$ cat src/design/sfr_pkg.sv
// Shared types and constants for the stream find-and-replace block.
// Used by the channel interfaces, the window cell, the emitter and the top level.
`default_nettype none

package sfr_pkg;

    localparam int MAX_PAT    = 8;
    localparam int MAX_REPL   = 8;
    localparam int BYTE_W     = 8;
    localparam int LEN_W      = 4;
    localparam int IDX_W      = (MAX_PAT > 1) ? $clog2(MAX_PAT) : 1;
    localparam int CFG_IDX_W  = 2;
    localparam int CFG_DATA_W = 64;

    // Configuration register indexes.
    localparam logic [CFG_IDX_W-1:0] REG_PAT_LEN   = 2'd0;
    localparam logic [CFG_IDX_W-1:0] REG_PAT_BYTES = 2'd1;
    localparam logic [CFG_IDX_W-1:0] REG_REP_LEN   = 2'd2;
    localparam logic [CFG_IDX_W-1:0] REG_REP_BYTES = 2'd3;

    typedef logic [BYTE_W-1:0] t_byte;
    typedef t_byte [MAX_PAT-1:0] t_win;
    typedef t_byte [MAX_REPL-1:0] t_rep;
    typedef logic [LEN_W-1:0] t_len;

    // A group of results produced by one accepted item.
    typedef struct packed {
        t_win bytes;
        t_len cnt;
        logic last;
        logic blank;
    } t_burst;

endpackage

`default_nettype wire

$ cat src/design/sfr_in_if.sv
// Input channel of the find-and-replace block: one line byte per transfer.
// Depends on sfr_pkg.
`default_nettype none

interface sfr_in_if import sfr_pkg::*; ();
    logic  valid;
    logic  ready;
    t_byte data_byte;
    logic  line_end;

    modport source (output valid, output data_byte, output line_end, input ready);
    modport sink (input valid, input data_byte, input line_end, output ready);
endinterface

`default_nettype wire

$ cat src/design/sfr_out_if.sv
// Output channel of the find-and-replace block: one result byte per transfer.
// Depends on sfr_pkg.
`default_nettype none

interface sfr_out_if import sfr_pkg::*; ();
    logic  valid;
    logic  ready;
    t_byte out_byte;
    logic  byte_valid;
    logic  end_of_line;

    modport source (output valid, output out_byte, output byte_valid, output end_of_line,
                    input ready);
    modport sink (input valid, input out_byte, input byte_valid, input end_of_line,
                  output ready);
endinterface

`default_nettype wire

$ cat src/design/sfr_cell.sv
// One cell of the pending-byte window: holds a byte, takes the new byte or
// its right neighbor's byte, and compares against its pattern byte. Uses sfr_pkg.
`default_nettype none

module sfr_cell import sfr_pkg::*; (
    input  wire logic  i_clk,
    input  wire logic  i_load,
    input  wire logic  i_wr_sel,
    input  wire logic  i_shift,
    input  wire t_byte i_new,
    input  wire t_byte i_right,
    input  wire t_byte i_pat,
    output t_byte      o_cur,
    output logic       o_eq
);

    t_byte r_byte;
    t_byte n_byte;

    // Window content as it stands once the incoming byte is placed.
    assign o_cur  = i_wr_sel ? i_new : r_byte;
    assign o_eq   = (o_cur == i_pat);
    assign n_byte = i_shift ? i_right : o_cur;

    always_ff @(posedge i_clk) begin
        if (i_load) begin
            r_byte <= n_byte;
        end
    end

endmodule

`default_nettype wire

$ cat src/design/sfr_emit.sv
// Result serializer: a shift chain of up to eight bytes drained one per cycle, while the
// output is not stalled, into the output register. Depends on sfr_pkg and sfr_out_if.
`default_nettype none

module sfr_emit import sfr_pkg::*; (
    input  wire logic   i_clk,
    input  wire logic   i_rst_n,
    input  wire logic   i_load,
    input  wire t_burst i_burst,
    output logic        o_ready,
    sfr_out_if.source   o_out
);

    t_win  r_q;
    t_len  r_left;
    logic  r_end;
    logic  r_blank;
    logic  r_ov;
    t_byte r_ob;
    logic  r_obv;
    logic  r_oend;
    logic  pop;

    assign pop     = (r_left != '0) && (!r_ov || o_out.ready);
    // A new group may load while the final byte of the current one moves out.
    assign o_ready = (r_left == '0) || ((r_left == t_len'(1)) && pop);

    always_ff @(posedge i_clk) begin
        if (!i_rst_n) begin
            r_left <= '0;
            r_ov   <= 1'b0;
        end else begin
            if (i_load) begin
                r_left <= i_burst.cnt;
            end else if (pop) begin
                r_left <= r_left - t_len'(1);
            end
            if (pop) begin
                r_ov <= 1'b1;
            end else if (o_out.ready) begin
                r_ov <= 1'b0;
            end
        end
    end

    always_ff @(posedge i_clk) begin
        if (i_load) begin
            r_q     <= i_burst.bytes;
            r_end   <= i_burst.last;
            r_blank <= i_burst.blank;
        end else if (pop) begin
            r_q <= t_win'({t_byte'(0), r_q[MAX_PAT-1:1]});
        end
        if (pop) begin
            r_ob   <= r_blank ? t_byte'(0) : r_q[0];
            r_obv  <= !r_blank;
            r_oend <= r_end && (r_left == t_len'(1));
        end
    end

    assign o_out.valid       = r_ov;
    assign o_out.out_byte    = r_ob;
    assign o_out.byte_valid  = r_obv;
    assign o_out.end_of_line = r_oend;

`ifndef ASSERT_OFF
    a_left_range: assert property (@(posedge i_clk) disable iff (!i_rst_n)
        r_left <= t_len'(MAX_PAT))
        else $error("emit: pending result count exceeds the chain depth");

    a_blank_is_end: assert property (@(posedge i_clk) disable iff (!i_rst_n)
        (r_ov && !r_obv) |-> r_oend)
        else $error("emit: empty result without end of line");

    a_end_on_final: assert property (@(posedge i_clk) disable iff (!i_rst_n)
        (pop && r_end && (r_left == t_len'(1))) |=> (r_ov && r_oend))
        else $error("emit: final result of a line lost its end flag");
`endif

endmodule

`default_nettype wire

$ cat src/design/stream_find_replace_unit.sv
// Stream find-and-replace: a row of window cells holds pending bytes.
// The results of an item enter the result shift chain and then the output register.
// Throughput: one byte per cycle while the output accepts; an item producing n results
// holds input until the result shift chain has drained them one byte at a time.
// Reset (synchronous, active low) clears configuration, window count and output valid.
// No clearing pass is needed after reset.
`default_nettype none

module stream_find_replace_unit import sfr_pkg::*; (
    input  wire logic                  i_clk,
    input  wire logic                  i_rst_n,
    input  wire logic                  i_cfg_we,
    input  wire logic [CFG_IDX_W-1:0]  i_cfg_idx,
    input  wire logic [CFG_DATA_W-1:0] i_cfg_data,
    sfr_in_if.sink                     i_in,
    sfr_out_if.source                  o_out
);

    t_len   r_plen;
    t_win   r_pat;
    t_len   r_rlen;
    t_rep   r_repl;
    t_len   r_cnt;
    t_len   n_cnt;
    t_len   plen_eff;
    t_len   rlen_eff;
    t_len   cnt_eff;
    t_len   cnt_inc;
    logic   accept;
    logic   emit_ready;
    logic   full;
    logic   match;
    logic   shift;
    t_win   w_cur;
    logic [MAX_PAT-1:0] eq;
    logic [MAX_PAT-1:0] use_mask;
    t_burst burst;

    assign accept     = i_in.valid && emit_ready;
    assign i_in.ready = emit_ready;

    assign plen_eff = (r_plen > t_len'(MAX_PAT)) ? t_len'(MAX_PAT) : r_plen;
    assign rlen_eff = (r_rlen > t_len'(MAX_REPL)) ? t_len'(MAX_REPL) : r_rlen;
    assign cnt_eff  = (r_cnt >= plen_eff) ? t_len'(0) : r_cnt;
    assign cnt_inc  = cnt_eff + t_len'(1);
    assign full     = (cnt_inc == plen_eff);
    assign match    = &(eq | ~use_mask);

    for (genvar g = 0; g < MAX_PAT; g++) begin : g_cell
        t_byte right;
        if (g == MAX_PAT - 1) begin : g_tail
            assign right = t_byte'(0);
        end else begin : g_mid
            assign right = w_cur[g+1];
        end
        assign use_mask[g] = (t_len'(g) < plen_eff);

        sfr_cell u_cell (
            .i_clk    (i_clk),
            .i_load   (accept),
            .i_wr_sel (cnt_eff[IDX_W-1:0] == IDX_W'(g)),
            .i_shift  (shift),
            .i_new    (i_in.data_byte),
            .i_right  (right),
            .i_pat    (r_pat[g]),
            .o_cur    (w_cur[g]),
            .o_eq     (eq[g])
        );
    end

    always_comb begin
        burst.bytes = w_cur;
        burst.cnt   = '0;
        burst.last  = i_in.line_end;
        burst.blank = 1'b0;
        n_cnt       = cnt_inc;
        shift       = 1'b0;
        if (plen_eff == '0) begin
            burst.cnt = t_len'(1);
            n_cnt     = '0;
        end else if (full && match) begin
            burst.bytes = r_repl;
            burst.cnt   = rlen_eff;
            n_cnt       = '0;
        end else if (i_in.line_end) begin
            // Flush every pending byte, the oldest first.
            burst.cnt = cnt_inc;
            n_cnt     = '0;
        end else if (full) begin
            burst.cnt = t_len'(1);
            shift     = 1'b1;
            n_cnt     = plen_eff - t_len'(1);
        end
        // A line that ends on a deleted match still reports its end.
        if (i_in.line_end && (burst.cnt == '0)) begin
            burst.blank = 1'b1;
            burst.cnt   = t_len'(1);
        end
    end

    always_ff @(posedge i_clk) begin
        if (!i_rst_n) begin
            r_plen <= '0;
            r_pat  <= '0;
            r_rlen <= '0;
            r_repl <= '0;
            r_cnt  <= '0;
        end else begin
            if (accept) begin
                r_cnt <= n_cnt;
            end
            if (i_cfg_we) begin
                case (i_cfg_idx)
                    REG_PAT_LEN: begin
                        r_plen <= i_cfg_data[LEN_W-1:0];
                        r_cnt  <= '0;
                    end
                    REG_PAT_BYTES: begin
                        r_pat <= t_win'(i_cfg_data);
                    end
                    REG_REP_LEN: begin
                        r_rlen <= i_cfg_data[LEN_W-1:0];
                    end
                    REG_REP_BYTES: begin
                        r_repl <= t_rep'(i_cfg_data);
                    end
                    default: begin
                    end
                endcase
            end
        end
    end

    sfr_emit u_emit (
        .i_clk   (i_clk),
        .i_rst_n (i_rst_n),
        .i_load  (accept),
        .i_burst (burst),
        .o_ready (emit_ready),
        .o_out   (o_out)
    );

`ifndef ASSERT_OFF
    a_cnt_below_len: assert property (@(posedge i_clk) disable iff (!i_rst_n)
        (r_cnt == '0) || (r_cnt < plen_eff))
        else $error("top: pending count not below the pattern length");

    a_line_end_clears: assert property (@(posedge i_clk) disable iff (!i_rst_n)
        (accept && i_in.line_end && !i_cfg_we) |=> (r_cnt == '0))
        else $error("top: window not empty after the end of a line");

    a_pass_keeps_empty: assert property (@(posedge i_clk) disable iff (!i_rst_n)
        (accept && (plen_eff == '0) && !i_cfg_we) |=> (r_cnt == '0))
        else $error("top: pass-through transfer left bytes pending");
`endif

endmodule

`default_nettype wire

$ cat src/flat_wrapper.sv
// flat-port wrapper written by rule: the top's interface ports become plain ports
module stream_find_replace_unit_flat import sfr_pkg::*;
  (i_clk, i_rst_n, i_cfg_we, i_cfg_idx, i_cfg_data, i_in_valid, i_in_data_byte, i_in_line_end, i_in_ready, o_out_valid, o_out_out_byte, o_out_byte_valid, o_out_end_of_line, o_out_ready);
  sfr_in_if i_in_i ();
  sfr_out_if o_out_i ();
  input  wire logic i_clk;
  input  wire logic i_rst_n;
  input  wire logic i_cfg_we;
  input  wire logic [CFG_IDX_W-1:0] i_cfg_idx;
  input  wire logic [CFG_DATA_W-1:0] i_cfg_data;
  input wire logic [$bits(i_in_i.valid)-1:0] i_in_valid;
  input wire logic [$bits(i_in_i.data_byte)-1:0] i_in_data_byte;
  input wire logic [$bits(i_in_i.line_end)-1:0] i_in_line_end;
  output wire logic [$bits(i_in_i.ready)-1:0] i_in_ready;
  output wire logic [$bits(o_out_i.valid)-1:0] o_out_valid;
  output wire logic [$bits(o_out_i.out_byte)-1:0] o_out_out_byte;
  output wire logic [$bits(o_out_i.byte_valid)-1:0] o_out_byte_valid;
  output wire logic [$bits(o_out_i.end_of_line)-1:0] o_out_end_of_line;
  input wire logic [$bits(o_out_i.ready)-1:0] o_out_ready;
  assign i_in_i.valid = i_in_valid;
  assign i_in_i.data_byte = i_in_data_byte;
  assign i_in_i.line_end = i_in_line_end;
  assign i_in_ready = i_in_i.ready;
  assign o_out_valid = o_out_i.valid;
  assign o_out_out_byte = o_out_i.out_byte;
  assign o_out_byte_valid = o_out_i.byte_valid;
  assign o_out_end_of_line = o_out_i.end_of_line;
  assign o_out_i.ready = o_out_ready;
  stream_find_replace_unit u_core (.i_clk(i_clk), .i_rst_n(i_rst_n), .i_cfg_we(i_cfg_we), .i_cfg_idx(i_cfg_idx), .i_cfg_data(i_cfg_data), .i_in(i_in_i), .o_out(o_out_i));
endmodule
$ cat config.mk
export PLATFORM = sky130hd
export DESIGN_NAME = stream_find_replace_unit_flat
export DESIGN_NICKNAME = d
export VERILOG_FILES = /design/src/design/sfr_pkg.sv /design/src/design/sfr_in_if.sv /design/src/design/sfr_out_if.sv /design/src/design/sfr_cell.sv /design/src/design/sfr_emit.sv /design/src/design/stream_find_replace_unit.sv /design/src/flat_wrapper.sv
export SDC_FILE = /design/constraint.sdc
export NUM_CORES = 1
export LEC_CHECK = 0
export ABC_AREA = 1
export BUFFER_PORTS_ARGS = -buffer_cell sky130_fd_sc_hd__buf_4
export CELL_PAD_IN_SITES_DETAIL_PLACEMENT = 1
export CELL_PAD_IN_SITES_GLOBAL_PLACEMENT = 1
export CORE_ASPECT_RATIO = 0.7
export CORE_UTILIZATION = 43
export CTS_CLUSTER_DIAMETER = 150
export DETAILED_ROUTE_END_ITERATION = 8
export GPL_ROUTABILITY_DRIVEN = 1
export GPL_TIMING_DRIVEN = 0
export PLACE_DENSITY = 0.83
export REMOVE_ABC_BUFFERS = 1
export SLEW_MARGIN = 20
export SYNTH_ARGS = -nofsm -noshare
export SYNTH_HDL_FRONTEND = slang
export SYNTH_SLANG_ARGS = --single-unit
$ cat constraint.sdc
create_clock -name i_clk -period 4.7 [get_ports i_clk]
set_input_delay 0 -clock i_clk [delete_from_list [all_inputs] [get_ports i_clk]]
set_output_delay 0 -clock i_clk [all_outputs]
set_load 0.01 [all_outputs]
Yosys cells after proc, flatten, opt, wreduce, memory -nomap -nowiden
Index checks and enable logic that the tools add are counted.
{"block": "totals", "regBits": 285, "inputBits": 80, "wordCells": 144}
{"block": "op_classes", "add_sub_neg": 3, "n_lt_le_gt_ge": 11, "eq_ne": 20, "mux": 43, "bitwise_logic": 2, "n_reduce_logical": 23}
{"cell": "two-way mux 64 bit", "count": 4}
{"cell": "two-way mux 8 bit", "count": 15}
{"cell": "== test 8 bit", "count": 8}
{"cell": "two-way mux 4 bit", "count": 16}
{"cell": "< comparator 3 x 4 -> 1 bit, first input constant", "count": 4}
{"cell": "== test 3 bit, second input constant", "count": 4}
{"cell": "logical NOT 4 bit", "count": 3}
{"cell": "> comparator 4 bit, second input constant", "count": 2}
{"cell": "< comparator 1 x 4 -> 1 bit, first input constant", "count": 2}
{"cell": "< comparator 2 x 4 -> 1 bit, first input constant", "count": 2}
{"cell": "two-way mux 1 bit", "count": 8}
{"cell": "inverter 8 bit", "count": 1}
{"cell": "bitwise OR 8 bit", "count": 1}
{"cell": "AND reduction 2 bit", "count": 4}
{"cell": "AND reduction 8 bit", "count": 1}
{"cell": "subtractor 4 x 1 -> 4 bit, second input constant", "count": 2}
{"cell": "== test 3 x 2 -> 1 bit, second input constant", "count": 2}
{"cell": "logical AND 1 bit", "count": 6}
{"cell": "adder 4 x 1 -> 4 bit, second input constant", "count": 1}
{"cell": "== test 2 bit, second input constant", "count": 2}
{"cell": "== test 4 x 1 -> 1 bit, second input constant", "count": 1}
{"cell": "== test 4 bit", "count": 1}
{"cell": ">= comparator 4 bit", "count": 1}
{"cell": "nonzero test 2 bit", "count": 2}
{"cell": "7 further kinds", "count": 9}

Longest topological paths before layout
{"block": "depth", "word_depth": 16, "ltp_mapped": 33, "depth_no_buf": 32}

Hierarchy
Synthesis repeated with hierarchy kept, for this count alone.
{"block": "unflattened", "hier_cells": 2039, "area_unflattened_um2": 15021.9}
{"mod": "stream_find_replace_unit", "instances": 1, "cells_each": 901, "area_per_inst_um2": 6257.3, "seq_area_each_um2": 2802.7}
{"mod": "sfr_cell", "instances": 8, "cells_each": 99, "area_per_inst_um2": 658.1, "seq_area_each_um2": 240.2}
{"mod": "sfr_emit", "instances": 1, "cells_each": 346, "area_per_inst_um2": 3499.6, "seq_area_each_um2": 2382.3}

Least setup slack after synthesis
No wires, ideal clock.
{"block": "synth_path", "path_kind": "flip-flop to flip-flop", "from": "register u_core.r_plen[1]", "to": "register u_core.u_emit.r_q[62] in the netlist's numbering (data pin)", "setup_time_ns": 0.274, "t_arrival_ns": 3.892, "t_required_ns": 4.426, "slack_ns": 0.534, "stages_incl_launch_ff": 28, "period_less_slack_ns": 4.166, "cell_sequence": "dfxtp_1 -> inv_1 -> nor2_1 -> inv_1 -> ha_1 -> nand2_1 -> inv_1 -> nand2_1 -> nand4_1 -> buf_4 -> buf_2 -> inv_1 -> ha_1 -> buf_2 -> o21ai_0 -> o21ai_0 -> a221oi_1 -> a31oi_1 -> nor2_1 -> nand2_1 -> nor2_2 -> nand2_2 -> nor2_4 -> inv_2 -> buf_4 -> buf_6 -> nor2_1 -> a211oi_2"}
{"block": "synth_between", "elab_chain_cells": 13, "word_cells_on_any_way": 46}
{"item": "from (decl)", "line_no": "stream_find_replace_unit.sv:19", "source": "t_len r_plen;"}
{"item": "from (signal assigned)", "line_no": "stream_find_replace_unit.sv:115", "source": "r_plen <= i_cfg_data[LEN_W-1:0];"}
{"item": "> comparator 4 bit", "line_no": "stream_find_replace_unit.sv:42", "source": "assign plen_eff = (r_plen > t_len'(MAX_PAT)) ? t_len'(MAX_PAT) : r_plen;"}
{"item": "two-way mux 4 bit *", "line_no": "stream_find_replace_unit.sv:42"}
{"item": ">= comparator 4 bit", "line_no": "stream_find_replace_unit.sv:44", "source": "assign cnt_eff = (r_cnt >= plen_eff) ? t_len'(0) : r_cnt;"}
{"item": "two-way mux 4 bit", "line_no": "stream_find_replace_unit.sv:44"}
{"item": "== test 3 x 1 -> 1 bit, or another cell as far along", "line_no": "stream_find_replace_unit.sv:61", "source": ".i_wr_sel (cnt_eff[IDX_W-1:0] == IDX_W'(g)),"}
{"item": "two-way mux 8 bit", "line_no": "sfr_cell.sv:21", "source": "assign o_cur = i_wr_sel ? i_new : r_byte;"}
{"item": "== test 8 bit", "line_no": "sfr_cell.sv:22", "source": "assign o_eq = (o_cur == i_pat);"}
{"item": "bitwise OR 8 bit", "line_no": "stream_find_replace_unit.sv:47", "source": "assign match = &(eq | ~use_mask);"}
{"item": "AND reduction 8 bit", "line_no": "stream_find_replace_unit.sv:47"}
{"item": "logical AND 1 bit", "line_no": "stream_find_replace_unit.sv:81", "source": "end else if (full && match) begin"}
{"item": "two-way mux 64 bit", "line_no": "stream_find_replace_unit.sv:81"}
{"item": "two-way mux 64 bit *", "line_no": "stream_find_replace_unit.sv:78", "source": "if (plen_eff == '0) begin"}
{"item": "two-way mux 64 bit *", "line_no": "sfr_emit.sv:47", "source": "if (i_load) begin"}
{"item": "to (signal assigned)", "line_no": "sfr_emit.sv:48", "source": "r_q <= i_burst.bytes;"}
{"item": "to (signal assigned)", "line_no": "sfr_emit.sv:52", "source": "r_q <= t_win'({t_byte'(0), r_q[MAX_PAT-1:1]});"}
{"item": "to (decl)", "line_no": "sfr_emit.sv:14", "source": "t_win r_q;"}
Mark *: on every way between the ends. The rest lies on a longest branch, timed or not.
A chain may end at the register's enable or synchronous reset.

Worst setup path in the final report
{"block": "layout_path", "from": "register u_core.r_plen[1]", "to": "register u_core.u_emit.r_q[10] in the netlist's numbering (data pin)"}
Same word-level chain as after synthesis.

==> impl_results.md <==
* Status: completed
* CTS Buffer Depth at 3
* Post-Syn Instances at 1843
* Count of cell types in the netlist at 37
* Vias post-DR at between 10k and 15k
* Count of flip-flops with a built-in enable after synthesis at between 100 and 150
* Clock Power Share at 0.278
* Ports at between 90 and 100
* R2r worst-path depth at 29
* Int Pwr at 5.771 mW
* Highest clock rate at 214.2 MHz
* Ys flop type: dfxtp_1
* Diode count at 0
* Vias in the first global route at 14.60k
* Buffers on Ports at 91
* Max VDD drop at 329.5 uV
* Crit path required time at 5110 ps
* Max incr delay on CP at between 300 and 400 ps
* Cells after DPL at 2275
* Fin nets at 2115
* Die height at between 150 and 200 um
* Seq pwr share at 0.428
* Final Non-Filler Cells at between 2k and 2.5k
* Routability Congestion at 0.8007
* Worst skew pair latency at 580 ps
* Setup CP Type: register to register
* Final-report setup violation count at 0
* WL final at about 54000 um
* Netlist Area Pre-Place at roughly 14000 sq um
* All-Layer GR Usage at 0.3046
* Global route overflow at 0
* Worst-margin pin slew at between 1000 and 1500 ps
* Setup WS post-layout at 31.40 ps
* Hold slack at 13.31 ps
* Switch share at 0.3464
* Post-synthesis sequential area ratio at 0.5010
* Top Usage Layer GRT: met2
* H-tree depth at 1
* Worst Setup Start Kind: register
* Syn avg cell area at 7.697 sq um
* Yosys reg bits at 285
* Total die area at 33730 sq um
* Crit-path max FO at 13
* Main combinational cell family by area after synthesis: simple AND/OR/NAND/NOR gates
* Worst Skew at a little over 20 ps
* Slew Limit Fails at 0
* TritonCTS clock tree: yes
* DP Wirelength at a little over 30000 um
* Simple-Gate Fraction of Synth Area at 0.2395
* Number of cells on the critical path at 29
* DR iter-0 viols at 1334
* Area Growth Syn to Fin at 26.86%
* Area share of fa/ha/maj cells after synthesis at 0.01323
* R2R setup slack at ~31 ps
* Delay-heaviest family, CP: simple AND/OR/NAND/NOR gates
* Comb power frac at 0.294
* Hold Path Stages at 3
* Total power at between 8 and 9 mW
* M2 GR Usage at 0.5163
* Worst-path clk slew at approximately 80 ps
* Syn. warnings at 0
* Hold Path Class: primary input to register
* Slowest cell on crit path: dfxtp_2
* ANT nets after route at 0
* Dpl ws at -2295 ps
* Drc violations at 0
* Max-slew headroom at 0.2589
* TritonRoute pass-1 iters at 6
* Bufs and invs on worst path at 7
* Initial Utilization at 0.4377
* Share of layout cells above drive strength 1 at 0.1262
* Leak pwr at 7.779 nW
* Multiplexer area fraction after synthesis at 0
* Sink Count at 285
* Post-synthesis compound-gate area fraction at 0.1636
* CP most frequent cell: nand2_1
* Max Cap Viol at 0
* PwrDens at 490.7 nW/um^2
* Core ar. at 32410 sq um
* Die width at between 200 and 250 um
* Min cycle time layout at 4669 ps
* Num rows at 55
* Wire per inst at 21.68 um
* GR Util met1 at 0.3928
* CTS buffer count at 30
* CP Data Arrival Time at 5080 ps
* XOR/XNOR Fraction of Synth Area at 0.005557
* Initial antenna violation count at 1
* Largest net degree at the start of global routing at 142
* Post-synth ARST share at 0
* Switching pwr at 3.059 mW
* Vias per cell at around 5.7
* Global-route wire length before repair at ~80000 um
* Final period util at 0.9933
* Root buf cell: clkbuf_16
* Met3 usage at 0.04669
* Crit. End Element: register
* Final Hold Vio Count at 0
-- layout by cell type (no fill, tap or decap), types with 7 or more instances in the layout --
master         count
ha_1               9
nand2_4            7
dfxtp_1          142
nand3b_1          45
inv_1            164
o21ai_0          246
nand2_1          411
buf_12            10
nor2_1           244
xor2_1             7
dlygate4sd3_1     91
nand3_1           74
clkbuf_16         31
a21oi_1          100
clkbuf_1          11
buf_4            128
o21ai_1           38
a31oi_1           44
edfxtp_1         140
nor2_4             9
-- repair_timing --
| item | in CTS | in global routing |
|---|---|---|
| hold buffers | 91 | 0 |
| pin swaps | 14 | 14 |
| cloned | 3 | 1 |
| endpoints found under the hold margin | 182 | 0 |
| setup buffers | 33 | 13 |
| resized for setup | 49 | 34 |
| setup endpoints to repair | 137 | 135 |
-- registers in the layout (all words and copies together) (netlist names) --
register                         count
u_core.u_emit.o_out.valid            1
u_core.r_cnt                         4
u_core.r_repl                       64
u_core.u_emit.r_blank                1
u_core.r_pat                        64
u_core.u_emit.o_out.end_of_line      1
u_core.u_emit.r_end                  1
u_core.u_emit.r_left                 4
u_core.r_plen                        4
u_core.g_cell.u_cell.r_byte         64
u_core.u_emit.o_out.byte_valid       1
u_core.u_emit.o_out.out_byte         8
u_core.u_emit.r_q                   64
u_core.r_rlen                        4
-- kinds of logic (layout without fill, tap and decap cells) --
| logic type | count (synthesis) | after routing |
|---|---|---|
| and+or+nand+nor | 813 | 815 |
| AOI/OAI and AO/OA | 445 | 445 |
| DFF | 285 | 285 |
| buffers and inverters | 276 | 475 |
| adders and majority gates | 15 | 15 |
| xor gates and xnor gates | 9 | 9 |
-- layer usage --
layer / routed length, um / share of wire
met5: 14 / 0.00026
met4: 2093 / 0.039
met3: 3798 / 0.071
met2: 24950 / 0.47
met1: 22700 / 0.42
-- power by group through the flow --
stage	registers (mW)	logic, mW	clock network (mW)
floorplan	3.80	1.40	0
global placement	3.87	2.16	0
detailed placement	3.81	2.36	0
CTS	3.77	2.48	2.46
global route	3.83	2.84	2.57
finish	3.78	2.60	2.45
-- layout make-up --
| cell class | count | area (sq um) |
|---|---|---|
| fillers | 3857 | 14420 |
| flip-flops and latches | 285 | 7111 |
| multi-input cells | 1284 | 6296 |
| repair buffers | 244 | 2392 |
| clock buffers | 44 | 844.6 |
| inverters | 175 | 685.7 |
| well taps | 427 | 534.3 |
| clock inverters | 12 | 132.6 |
-- Yosys cell counts, types with 17 or more instances --
master / instances / area, sq um
nand3b_1: 45 / 337.8
buf_2: 17 / 85.08
a21oi_1: 100 / 500.5
nand3_1: 76 / 380.4
a31oi_1: 45 / 281.5
dfxtp_1: 145 / 2903
inv_1: 171 / 641.9
o21ai_0: 259 / 1296
edfxtp_1: 140 / 4204
nand2_1: 420 / 1577
clkbuf_1: 71 / 266.5
nor2_1: 250 / 938.4
o21ai_1: 31 / 155.2
-- worst paths after layout --
kind | endpoint | start
hold / removal | u_core.r_repl[50] | i_rst_n
hold reg to reg | u_core.r_repl[56] | u_core.r_repl[56]
setup / recovery | u_core.u_emit.r_q[10] | u_core.r_plen[1]
setup reg to reg | u_core.u_emit.r_q[10] | u_core.r_plen[1]
-- per-stage QoR --
| step | TNS, ps | area, sq um | util |
|---|---|---|---|
| final | 0 | 18000 | 0.5552 |
| after CTS | 0 | 17740 | 0.5473 |
| after detailed placement | -241360 | 15340 | 0.4733 |
| after global routing | -2702 | 18000 | 0.5552 |
| after floorplan | -179230 | 13750 | - |
| after global placement | -1347630 | 14970 | 0.4617 |
-- tightest hold or removal path, stage by stage --
cell and delay, ps:
buf_6 260, o21ai_0 190, a21oi_1 50
Note: power is estimated with default switching activity, not from simulation.
